**config.mk**
```make
export PLATFORM = sky130hd
export DESIGN_NAME = priority_aging_scheduler
export DESIGN_NICKNAME = d
export VERILOG_FILES = /design/src/rtl/core/pas_pkg.sv /design/src/rtl/core/priority_aging_scheduler.sv /design/src/rtl/core/pas_ram.sv /design/src/rtl/core/pas_ctrl.sv /design/src/rtl/core/pas_dp.sv
export SDC_FILE = /design/constraint.sdc
export NUM_CORES = 1
export LEC_CHECK = 0
export BUFFER_PORTS_ARGS = -buffer_cell sky130_fd_sc_hd__buf_2
export CORE_MARGIN = 2
export CORE_UTILIZATION = 66
export DETAILED_ROUTE_END_ITERATION = 12
export GPL_ROUTABILITY_DRIVEN = 0
export HOLD_SLACK_MARGIN = 0.03
export PLACE_DENSITY_LB_ADDON = 0.1
export SYNTH_ARGS = -nofsm -noshare
export SYNTH_HDL_FRONTEND = slang
export SYNTH_HIERARCHICAL = 1
export SYNTH_SLANG_ARGS = --single-unit
export TNS_END_PERCENT = 100
```
**constraint.sdc**
```tcl
create_clock -name i_clk -period 9.4 [get_ports i_clk]
set_clock_uncertainty 0.2 [all_clocks]
set_input_delay 2.82 -clock i_clk [delete_from_list [all_inputs] [get_ports i_clk]]
set_output_delay 2.82 -clock i_clk [all_outputs]
set_load 0.05 [all_outputs]
```
**src/rtl/core/pas_pkg.sv**
```systemverilog
`default_nettype none

package pas_pkg;

    localparam int SLOT_W        = 4;
    localparam int PRIO_W        = 6;
    localparam int MAX_TASKS_DEF = 16;

    localparam logic signed [PRIO_W:0]   AGE_FLOOR = -7'sd20;
    localparam logic signed [PRIO_W-1:0] PRIO_MIN  = -6'sd32;

    typedef enum logic [1:0] {
        OP_INSERT  = 2'd0,
        OP_REMOVE  = 2'd1,
        OP_SETPRIO = 2'd2,
        OP_PICK    = 2'd3
    } t_op;

    typedef enum logic [1:0] {
        ST_OK        = 2'd0,
        ST_ALREADY   = 2'd1,
        ST_NOT_READY = 2'd2,
        ST_EMPTY     = 2'd3
    } t_status;

    typedef enum logic [2:0] {
        S_IDLE,
        S_DECODE,
        S_SCAN,
        S_FETCH,
        S_RELOAD,
        S_DONE
    } t_state;

    // controller -> datapath
    typedef struct packed {
        logic accept;
        logic decode;
        logic ins_wr;
        logic set_wr;
        logic scan_start;
        logic remove_fin;
        logic reload;
        logic out_load;
    } t_cmd;

    // datapath -> controller
    typedef struct packed {
        t_op  op;
        logic ok;
        logic scan_done;
        logic out_free;
    } t_stat;

    // decrement by one, floor at -20 (values already under the floor are raised to it)
    function automatic logic signed [PRIO_W-1:0] age_prio(input logic signed [PRIO_W-1:0] d);
        logic signed [PRIO_W:0] dm;
        dm = $signed({d[PRIO_W-1], d}) - 7'sd1;
        if (dm < AGE_FLOOR) begin
            return AGE_FLOOR[PRIO_W-1:0];
        end
        return dm[PRIO_W-1:0];
    endfunction

    // static minus one, saturating at the most negative code
    function automatic logic signed [PRIO_W-1:0] reload_prio(input logic signed [PRIO_W-1:0] s);
        if (s == PRIO_MIN) begin
            return PRIO_MIN;
        end
        return s - 6'sd1;
    endfunction

endpackage

`default_nettype wire

```
**src/rtl/core/priority_aging_scheduler.sv**
```systemverilog
// Priority scheduler with aging; lower priority numbers are more urgent.
// Slave channel (i_s_*): one item per operation. s_tuser carries the
// operation (insert, remove, set priority, pick); s_tdata carries the task
// slot and the signed static priority.
// Master channel (o_m_*): exactly one result item per input item, in order.
// m_tdata carries the picked slot and status, m_tuser the picked-valid flag.
// Insert, set priority and every rejected operation go straight from decode
// to the result; remove and pick first walk the ready entries of the
// append-order table one entry per cycle through a three-stage read of the
// order RAM then the dynamic-priority RAM.
// One item is in work at a time; the next item is accepted as soon as the
// previous result sits in the output register, even if it is not yet taken.
// If the receiver stalls with a result still held, the following result
// waits in the datapath and s_tready stays low until the register frees.
// Synchronous reset clears the ready set and count and empties the output;
// the priority and order RAMs are not cleared.
`default_nettype none

module priority_aging_scheduler #(
    parameter int MAX_TASKS = pas_pkg::MAX_TASKS_DEF
) (
    input  wire logic        i_clk,
    input  wire logic        i_rst_n,
    input  wire logic        i_s_tvalid,
    output      logic        o_s_tready,
    input  wire logic [15:0] i_s_tdata,  // [3:0] task_slot, [9:4] priority_req, rest zero
    input  wire logic [1:0]  i_s_tuser,  // [1:0] operation
    output      logic        o_m_tvalid,
    input  wire logic        i_m_tready,
    output      logic [7:0]  o_m_tdata,  // [3:0] picked_slot, [5:4] status, rest zero
    output      logic        o_m_tuser   // [0] picked_valid
);

    pas_pkg::t_cmd  cmd;
    pas_pkg::t_stat stat;

    logic [pas_pkg::SLOT_W-1:0] picked_slot;
    logic                       picked_valid;
    logic [1:0]                 status;

    pas_ctrl u_ctrl (
        .i_clk      (i_clk),
        .i_rst_n    (i_rst_n),
        .i_s_tvalid (i_s_tvalid),
        .o_s_tready (o_s_tready),
        .i_stat     (stat),
        .o_cmd      (cmd)
    );

    pas_dp #(.MAX_TASKS(MAX_TASKS)) u_dp (
        .i_clk          (i_clk),
        .i_rst_n        (i_rst_n),
        .i_op           (i_s_tuser),
        .i_slot         (i_s_tdata[3:0]),
        .i_prio         (i_s_tdata[9:4]),
        .i_cmd          (cmd),
        .o_stat         (stat),
        .i_m_tready     (i_m_tready),
        .o_m_tvalid     (o_m_tvalid),
        .o_picked_slot  (picked_slot),
        .o_picked_valid (picked_valid),
        .o_status       (status)
    );

    assign o_m_tdata = {2'b00, status, picked_slot};
    assign o_m_tuser = picked_valid;

endmodule

`default_nettype wire

```
**src/rtl/core/pas_ram.sv**
```systemverilog
`default_nettype none

module pas_ram #(
    parameter int WIDTH = 8,
    parameter int DEPTH = 16
) (
    input  wire logic                     i_clk,
    input  wire logic                     i_we,
    input  wire logic [$clog2(DEPTH)-1:0] i_waddr,
    input  wire logic [WIDTH-1:0]         i_wdata,
    input  wire logic [$clog2(DEPTH)-1:0] i_raddr,
    output      logic [WIDTH-1:0]         o_rdata
);

    logic [WIDTH-1:0] r_mem [DEPTH];

    always_ff @(posedge i_clk) begin
        if (i_we) begin
            r_mem[i_waddr] <= i_wdata;
        end
        o_rdata <= r_mem[i_raddr];
    end

endmodule

`default_nettype wire

```
**src/rtl/core/pas_ctrl.sv**
```systemverilog
`default_nettype none

module pas_ctrl (
    input  wire logic          i_clk,
    input  wire logic          i_rst_n,
    input  wire logic          i_s_tvalid,
    output      logic          o_s_tready,
    input  wire pas_pkg::t_stat i_stat,
    output      pas_pkg::t_cmd  o_cmd
);

    pas_pkg::t_state r_state;
    pas_pkg::t_state n_state;

    always_ff @(posedge i_clk) begin
        if (!i_rst_n) begin
            r_state <= pas_pkg::S_IDLE;
        end else begin
            r_state <= n_state;
        end
    end

    always_comb begin
        n_state = r_state;
        unique case (r_state)
            pas_pkg::S_IDLE: begin
                if (i_s_tvalid) n_state = pas_pkg::S_DECODE;
            end
            pas_pkg::S_DECODE: begin
                if (i_stat.ok && (i_stat.op == pas_pkg::OP_REMOVE ||
                                  i_stat.op == pas_pkg::OP_PICK)) begin
                    n_state = pas_pkg::S_SCAN;
                end else begin
                    n_state = pas_pkg::S_DONE;
                end
            end
            pas_pkg::S_SCAN: begin
                if (i_stat.scan_done) begin
                    n_state = (i_stat.op == pas_pkg::OP_PICK) ? pas_pkg::S_FETCH
                                                              : pas_pkg::S_DONE;
                end
            end
            pas_pkg::S_FETCH:  n_state = pas_pkg::S_RELOAD;
            pas_pkg::S_RELOAD: n_state = pas_pkg::S_DONE;
            pas_pkg::S_DONE: begin
                if (i_stat.out_free) n_state = pas_pkg::S_IDLE;
            end
            default: n_state = pas_pkg::S_IDLE;
        endcase
    end

    always_comb begin
        o_cmd      = '0;
        o_s_tready = 1'b0;
        unique case (r_state)
            pas_pkg::S_IDLE: begin
                o_s_tready   = 1'b1;
                o_cmd.accept = i_s_tvalid;
            end
            pas_pkg::S_DECODE: begin
                o_cmd.decode     = 1'b1;
                o_cmd.ins_wr     = i_stat.ok && i_stat.op == pas_pkg::OP_INSERT;
                o_cmd.set_wr     = i_stat.ok && i_stat.op == pas_pkg::OP_SETPRIO;
                o_cmd.scan_start = i_stat.ok && (i_stat.op == pas_pkg::OP_REMOVE ||
                                                 i_stat.op == pas_pkg::OP_PICK);
            end
            pas_pkg::S_SCAN: begin
                o_cmd.remove_fin = i_stat.scan_done && i_stat.op == pas_pkg::OP_REMOVE;
            end
            pas_pkg::S_FETCH: ;
            pas_pkg::S_RELOAD: begin
                o_cmd.reload = 1'b1;
            end
            pas_pkg::S_DONE: begin
                o_cmd.out_load = i_stat.out_free;
            end
            default: ;
        endcase
    end

endmodule

`default_nettype wire

```
**src/rtl/core/pas_dp.sv**
```systemverilog
`default_nettype none

module pas_dp #(
    parameter int MAX_TASKS = pas_pkg::MAX_TASKS_DEF
) (
    input  wire logic                        i_clk,
    input  wire logic                        i_rst_n,
    input  wire logic [1:0]                  i_op,
    input  wire logic [pas_pkg::SLOT_W-1:0]  i_slot,
    input  wire logic [pas_pkg::PRIO_W-1:0]  i_prio,
    input  wire pas_pkg::t_cmd               i_cmd,
    output      pas_pkg::t_stat              o_stat,
    input  wire logic                        i_m_tready,
    output      logic                        o_m_tvalid,
    output      logic [pas_pkg::SLOT_W-1:0]  o_picked_slot,
    output      logic                        o_picked_valid,
    output      logic [1:0]                  o_status
);

    localparam int IDX_W = $clog2(MAX_TASKS);
    localparam int CNT_W = $clog2(MAX_TASKS + 1);
    localparam int SW    = pas_pkg::SLOT_W;
    localparam int PW    = pas_pkg::PRIO_W;

    // latched item
    pas_pkg::t_op             r_op;
    logic [SW-1:0]            r_slot;
    logic signed [PW-1:0]     r_prio;

    logic [MAX_TASKS-1:0]     r_rdy;
    logic [CNT_W-1:0]         r_cnt;
    pas_pkg::t_status         r_status;

    // scan pipeline
    logic                     r_scan;
    logic [CNT_W-1:0]         r_idx;
    logic                     r_s1_v;
    logic [IDX_W-1:0]         r_s1_pos;
    logic                     r_s2_v;
    logic                     r_s2_first;
    logic [SW-1:0]            r_s2_slot;
    logic                     r_found;

    logic [SW-1:0]            r_best;
    logic signed [PW-1:0]     r_best_prio;
    logic [SW-1:0]            r_head;
    logic signed [PW-1:0]     r_head_prio;

    logic                     r_out_valid;
    logic [SW-1:0]            r_out_slot;
    logic                     r_out_pvalid;
    pas_pkg::t_status         r_out_status;

    logic [IDX_W-1:0]         slot_idx;
    logic                     in_range;
    logic                     is_ready;
    logic                     ok;
    pas_pkg::t_status         status;
    logic [SW-1:0]            best_final;

    logic [SW-1:0]            ord_rdata;
    logic                     ord_we;
    logic [IDX_W-1:0]         ord_waddr;
    logic [SW-1:0]            ord_wdata;
    logic                     shift_we;

    logic signed [PW-1:0]     dyn_rdata;
    logic                     dyn_we;
    logic [IDX_W-1:0]         dyn_waddr;
    logic [PW-1:0]            dyn_wdata;

    logic signed [PW-1:0]     sta_rdata;
    logic                     sta_we;

    assign slot_idx   = IDX_W'(r_slot);
    assign in_range   = 32'(r_slot) < 32'(MAX_TASKS);
    assign is_ready   = in_range && r_rdy[slot_idx];
    assign best_final = (r_head_prio <= r_best_prio) ? r_head : r_best;

    always_comb begin
        ok     = 1'b0;
        status = pas_pkg::ST_OK;
        case (r_op)
            pas_pkg::OP_INSERT: begin
                if (!in_range) begin
                    status = pas_pkg::ST_NOT_READY;
                end else if (is_ready) begin
                    status = pas_pkg::ST_ALREADY;
                end else begin
                    // full table: silently ignored with ok status
                    ok = r_cnt < CNT_W'(MAX_TASKS);
                end
            end
            pas_pkg::OP_REMOVE, pas_pkg::OP_SETPRIO: begin
                ok     = is_ready;
                status = is_ready ? pas_pkg::ST_OK : pas_pkg::ST_NOT_READY;
            end
            pas_pkg::OP_PICK: begin
                ok     = r_cnt != '0;
                status = ok ? pas_pkg::ST_OK : pas_pkg::ST_EMPTY;
            end
            default: ;
        endcase
    end

    assign o_stat.op        = r_op;
    assign o_stat.ok        = ok;
    assign o_stat.scan_done = !r_scan && !r_s1_v && !r_s2_v;
    assign o_stat.out_free  = !r_out_valid || i_m_tready;

    always_ff @(posedge i_clk) begin
        if (i_cmd.accept) begin
            r_op   <= pas_pkg::t_op'(i_op);
            r_slot <= i_slot;
            r_prio <= i_prio;
        end
        if (i_cmd.decode) begin
            r_status <= status;
        end
    end

    always_ff @(posedge i_clk) begin
        if (!i_rst_n) begin
            r_rdy <= '0;
            r_cnt <= '0;
        end else if (i_cmd.ins_wr) begin
            r_rdy[slot_idx] <= 1'b1;
            r_cnt           <= r_cnt + CNT_W'(1);
        end else if (i_cmd.remove_fin) begin
            r_rdy[slot_idx] <= 1'b0;
            r_cnt           <= r_cnt - CNT_W'(1);
        end
    end

    // stage 0 reads the order table, stage 1 reads dynamic priority, stage 2 compares and ages
    always_ff @(posedge i_clk) begin
        if (!i_rst_n) begin
            r_scan <= 1'b0;
            r_s1_v <= 1'b0;
            r_s2_v <= 1'b0;
        end else begin
            if (i_cmd.scan_start) begin
                r_scan <= 1'b1;
                r_s1_v <= 1'b0;
            end else if (r_scan) begin
                if (r_idx < r_cnt) begin
                    r_s1_v <= 1'b1;
                end else begin
                    r_scan <= 1'b0;
                    r_s1_v <= 1'b0;
                end
            end else begin
                r_s1_v <= 1'b0;
            end
            r_s2_v <= r_s1_v && r_op == pas_pkg::OP_PICK;
        end
    end

    always_ff @(posedge i_clk) begin
        if (i_cmd.scan_start) begin
            r_idx   <= '0;
            r_found <= 1'b0;
        end else if (r_scan && r_idx < r_cnt) begin
            r_idx <= r_idx + CNT_W'(1);
        end
        if (r_scan) begin
            r_s1_pos <= r_idx[IDX_W-1:0];
        end
        if (r_s1_v && r_op == pas_pkg::OP_REMOVE && ord_rdata == r_slot) begin
            r_found <= 1'b1;
        end
        r_s2_first <= r_s1_pos == '0;
        r_s2_slot  <= ord_rdata;
        if (r_s2_v) begin
            if (r_s2_first) begin
                r_best      <= r_s2_slot;
                r_best_prio <= dyn_rdata;
                r_head      <= r_s2_slot;
                r_head_prio <= dyn_rdata;
            end else if (dyn_rdata <= r_best_prio) begin
                // later tied entry takes over from earlier non-head ones
                r_best      <= r_s2_slot;
                r_best_prio <= dyn_rdata;
            end
        end
    end

    // remove: every entry after the match moves down one place
    assign shift_we  = r_s1_v && r_op == pas_pkg::OP_REMOVE && r_found;
    assign ord_we    = i_cmd.ins_wr || shift_we;
    assign ord_waddr = i_cmd.ins_wr ? r_cnt[IDX_W-1:0] : r_s1_pos - IDX_W'(1);
    assign ord_wdata = i_cmd.ins_wr ? r_slot : ord_rdata;

    assign sta_we = i_cmd.ins_wr || i_cmd.set_wr;

    always_comb begin
        dyn_we    = 1'b1;
        dyn_waddr = slot_idx;
        dyn_wdata = r_prio;
        if (i_cmd.reload) begin
            dyn_waddr = IDX_W'(best_final);
            dyn_wdata = pas_pkg::reload_prio(sta_rdata);
        end else if (r_s2_v) begin
            dyn_waddr = IDX_W'(r_s2_slot);
            dyn_wdata = pas_pkg::age_prio(dyn_rdata);
        end else if (!sta_we) begin
            dyn_we = 1'b0;
        end
    end

    pas_ram #(.WIDTH(SW), .DEPTH(MAX_TASKS)) u_order (
        .i_clk   (i_clk),
        .i_we    (ord_we),
        .i_waddr (ord_waddr),
        .i_wdata (ord_wdata),
        .i_raddr (r_idx[IDX_W-1:0]),
        .o_rdata (ord_rdata)
    );

    pas_ram #(.WIDTH(PW), .DEPTH(MAX_TASKS)) u_dyn (
        .i_clk   (i_clk),
        .i_we    (dyn_we),
        .i_waddr (dyn_waddr),
        .i_wdata (dyn_wdata),
        .i_raddr (IDX_W'(ord_rdata)),
        .o_rdata (dyn_rdata)
    );

    pas_ram #(.WIDTH(PW), .DEPTH(MAX_TASKS)) u_static (
        .i_clk   (i_clk),
        .i_we    (sta_we),
        .i_waddr (slot_idx),
        .i_wdata (r_prio),
        .i_raddr (IDX_W'(best_final)),
        .o_rdata (sta_rdata)
    );

    // result register
    always_ff @(posedge i_clk) begin
        if (!i_rst_n) begin
            r_out_valid <= 1'b0;
        end else if (i_cmd.out_load) begin
            r_out_valid <= 1'b1;
        end else if (i_m_tready) begin
            r_out_valid <= 1'b0;
        end
    end

    always_ff @(posedge i_clk) begin
        if (i_cmd.out_load) begin
            r_out_pvalid <= r_op == pas_pkg::OP_PICK && r_status == pas_pkg::ST_OK;
            r_out_slot   <= (r_op == pas_pkg::OP_PICK && r_status == pas_pkg::ST_OK)
                            ? best_final : '0;
            r_out_status <= r_status;
        end
    end

    assign o_m_tvalid     = r_out_valid;
    assign o_picked_slot  = r_out_slot;
    assign o_picked_valid = r_out_pvalid;
    assign o_status       = r_out_status;

    a_cnt_bound: assert property (@(posedge i_clk) disable iff (!i_rst_n)
        r_cnt <= CNT_W'(MAX_TASKS))
        else $error("ready count above table size");

    a_cnt_match: assert property (@(posedge i_clk) disable iff (!i_rst_n)
        $countones(r_rdy) == 32'(r_cnt))
        else $error("ready bits disagree with ready count");

    a_remove_found: assert property (@(posedge i_clk) disable iff (!i_rst_n)
        i_cmd.remove_fin |-> (r_found || (r_s1_v && ord_rdata == r_slot)))
        else $error("removed slot missing from order table");

    a_out_free: assert property (@(posedge i_clk) disable iff (!i_rst_n)
        i_cmd.out_load |-> (!r_out_valid || i_m_tready))
        else $error("result register overwritten");

endmodule

`default_nettype wire
```
==> results.py <==
metrics = {
    "setup_path": {
        "required_ns": 9.34,
        "cp_slowest_stage_delay_ns": 0.84,
        "cp-start-kind": "flop",
        "cpLargestDelayFamily": "simple AND/OR/NAND/NOR gates",
        "crit_arrival_ns": 5.08,
        "worst-r2r-setup-slack_ns": 4.26,
        "critical_path.slowest_cell": "edfxtp_1",
        "critPathBufInv": 2,
        "endpoint_kind": "flop",
        "r2r_start": "u_dp/r_slot[0]",
        "worstReg2RegEnd": "u_dp/u_order/r_mem[0][2]",
        "worstPathCellList": "mux4_1, o22ai_1, a21oi_2, o221ai_2, nand2b_1, nor4_2, buf_4, clkinv_1, mux2i_1, or3b_2, nor3_1",
        "r2r_cells": 11,
        "crit_type": "reg -> reg",
        "cp_max_fo": 27,
    },
    "synth": {
        "yosysTopAreaCell": "edfxtp_1",
        "yosys_warnings": 6,
        "syn_avg_cell_area_um2": 16.00,
        "synthTopCellsByArea": "edfxtp_1, mux4_1, dfxtp_1, mux4_2, ha_1",
        "ys.flop_type": "edfxtp_1",
        "synth.distinct_cells": 70,
        "synth.top_cell.area_share_pct": 60.02,
        "async_reset_ff_share_pct": 0,
        "synthCells": 941,
        "synth-seq-cells": 356,
        "syn_area_mm2": 0.01506,
        "ys_seq_area_share_pct": 67.34,
        "synth-edff-count": 301,
    },
    "floorplanning": {
        "fp.dieArea_mm2": 0.02404,
        "core-area_mm2": 0.02250,
        "die_w_um": 155.0,
        "row_count": 55,
        "die_y_um": 155.0,
        "start_util_pct": 66.92,
        "io_pins": 33,
    },
    "finish": {
        "syn2layout_area_growth_pct": 9.398,
        "multiInputGateArea_mm2": 0.004517,
        "finalNonFillerCells": 1291,
        "nets": 1028,
        "regArea_mm2": 0.01014,
        "fillCellCount": 1347,
        "n_antenna_cell": 0,
        "fin_util_pct": 73.21,
        "drive_above_1_share_pct": 13.42,
    },
    "clock_tree": {
        "cts-root-buf": "clkbuf_16",
        "cts_sinks": 356,
        "cts_tree": "done",
        "ctsResizeCount": 0,
        "cts-hold-fix-buffers": 0,
        "post_cts_buffers": 0,
        "htreeDepth": 2,
        "cts_inserted_buffers": 36,
        "clkSlewWorstSetupHoldPaths_ns": 0.06,
        "clk_latency_ns": 0.51,
        "cts_max_path_buffers": 3,
    },
    "drt": {
        "drt_iter0_markers": 716,
        "vias_per_cell": 6.462,
        "wl_per_cell_um": 22.93,
        "ant_nets": 0,
        "wl_mm": 29.60,
        "dr.pass1.iters": 5,
        "vias": 8343,
        "drc_errors": 0,
    },
    "placed_design": {
        "dp_cells": 1225,
        "hpwl_mm": 19.47,
        "io_buffers": 24,
    },
    "timing": {
        "hold_viol": 0,
        "relSlewSlack_pct": 17.51,
        "final.setup.tns_ns": 0,
        "setup_viol": 0,
        "clock.fmax_ghz": 0.1947,
        "slew_viol_final": 0,
        "rsz0062_at_grt": "false",
        "fin_hold_ws_ns": 0.2633,
        "worst_slew_pin_slew_ns": 1.228,
        "finalCritPeriodShare_pct": 54.65,
        "layout_min_cycle_time_ns": 5.137,
    },
    "power_and_ir_drop": {
        "power_density_mw_per_mm2": 258.5,
        "p_total_mw": 4.258,
        "ir_worst_vdd_mv": 0.1993,
        "p_leak_nw": 5.704,
    },
    "worst_hold_path": {
        "hold_path_end": "u_dp/o_status[0]",
        "worstHoldPathType": "reg -> reg",
        "hold_depth": 0,
        "hold_start": "u_dp/r_status[0]",
    },
    "global_routing": {
        "grt_overflow_total": 0,
        "grt_pass1_wl_mm": 46.44,
        "grt_usage_pct": 25.38,
        "grt_start_max_net_pins": 28,
        "antenna_found_initial": 0,
        "grt_pass1_vias": 8340,
    },
    "job": {
        "max-cap-violations": 0,
    },
    "run_status": {
        "outcome": "finished clean",
    },
}
[where the power goes]
part	total [mW]	switching, mW	internal, mW	leakage (nW)
combinational	0.833	0.492	0.341	1.99
sequential	2.09	0.158	1.93	3.17
clock	1.33	0.556	0.778	0.546
[logic make-up (layout without fill, tap and decap cells)]
family	after synthesis	after routing	share of synthesized area [%]
AO/OA/AOI/OAI	120	120	5.492
XOR/XNOR	16	16	0.9306
adder cells (fa/ha/maj)	28	28	2.376
buffers and inverters	75	139	2.734
flip-flops	356	356	67.34
multiplexers	92	92	12.89
other	1	2	0.02490
AND/OR/NAND/NOR	253	253	8.218
[cell usage in the layout (no fill, tap or decap), types with 6 or more instances in the layout]
cell / count
mux4_1: 42
buf_2: 24
o21ai_0: 16
nor3_1: 19
xnor2_1: 12
clkbuf_1: 14
nor3b_1: 6
mux4_2: 26
a21o_1: 7
nand3_1: 26
ha_1: 27
dfxtp_1: 55
a211oi_1: 7
clkbuf_16: 37
nand2_1: 48
and3_1: 6
clkbuf_8: 6
nand3b_1: 10
a21oi_1: 25
buf_4: 11
inv_1: 36
a22oi_1: 28
a31oi_1: 8
mux2i_1: 18
nand2b_1: 12
nor2_1: 85
edfxtp_1: 301
nor2b_1: 12
[worst max-delay path by stage]
| stage | startpoint | endpoint | slack [ns] | cells past startpoint |
|---|---|---|---|---|
| after floorplan | u_ctrl/r_state[2] | o_s_tready | 5.08 | 2 |
| final | u_dp/r_slot[0] | u_dp/u_order/r_mem[0][2] | 4.26 | 11 |
| after global routing | u_dp/r_slot[0] | u_dp/u_order/r_mem[0][0] | 4.03 | 11 |
| after CTS | u_dp/r_slot[0] | u_dp/u_order/r_mem[0][3] | 4.28 | 11 |
| after detailed placement | u_dp/r_slot[0] | u_dp/u_order/r_mem[0][3] | 4.32 | 11 |
| after global placement | u_dp/r_slot[0] | u_dp/u_order/r_mem[0][1] | 4.51 | 11 |
[area by class of cell]
type | instances | area share [%]
clock inverter | 9 | 0.3266
sequential | 356 | 61.55
timing repair buffer | 35 | 1.230
clock buffer | 57 | 6.441
multi-input combinational | 511 | 27.42
inverter | 38 | 0.8659
tap | 285 | 2.165
[synthesized netlist by cell type (6+ instances only)]
master / count
edfxtp_1: 301
nor2_1: 85
dfxtp_1: 55
nand2_1: 48
mux4_1: 42
inv_1: 36
a22oi_1: 28
ha_1: 27
mux4_2: 26
nand3_1: 26
a21oi_1: 25
nor3_1: 19
mux2i_1: 18
o21ai_0: 16
nand2b_1: 12
nor2b_1: 12
xnor2_1: 12
buf_6: 11
nand3b_1: 10
clkbuf_1: 9
a31oi_1: 8
a211oi_1: 7
a21o_1: 7
buf_4: 7
and3_1: 6
nor3b_1: 6
[metal layers]
layer	GRT usage, %	share of wire (%)	wire length, um
met1	35.43	41	12240
met2	42.69	51	15070
met3	4.011	5.8	1717
met4	6.614	1.9	570
met5	0	0	0
[per-stage QoR]
| step | setup slack, ns | area, um2 |
|---|---|---|
| after floorplan | 5.082 | 15060 |
| after global placement | 4.507 | 15360 |
| after detailed placement | 4.323 | 15360 |
| after CTS | 4.276 | 16470 |
| after global routing | 4.029 | 16470 |
| final | 4.263 | 16470 |
[worst register-to-register path, delay by kind of cell (launching register included)]
kind	cells	cell delay, ns
multiplexers	2	0.96
AO/OA/AOI/OAI	3	0.61
flip-flops	1	0.84
buffers and inverters	2	0.80
AND/OR/NAND/NOR	4	1.38
[registers in the layout, indices dropped and copies added (netlist names), 5 cells and up, named ones only]
register and flops:
u_dp/r_best_prio 6, u_dp/r_cnt 5, u_dp/r_head_prio 6, u_dp/r_idx 5, u_dp/r_prio 6, u_dp/u_dyn/o_rdata 6
u_dp/u_dyn/r_mem 96, u_dp/u_order/r_mem 64, u_dp/u_static/o_rdata 6, u_dp/u_static/r_mem 96
(Power assumes the default switching activity.)
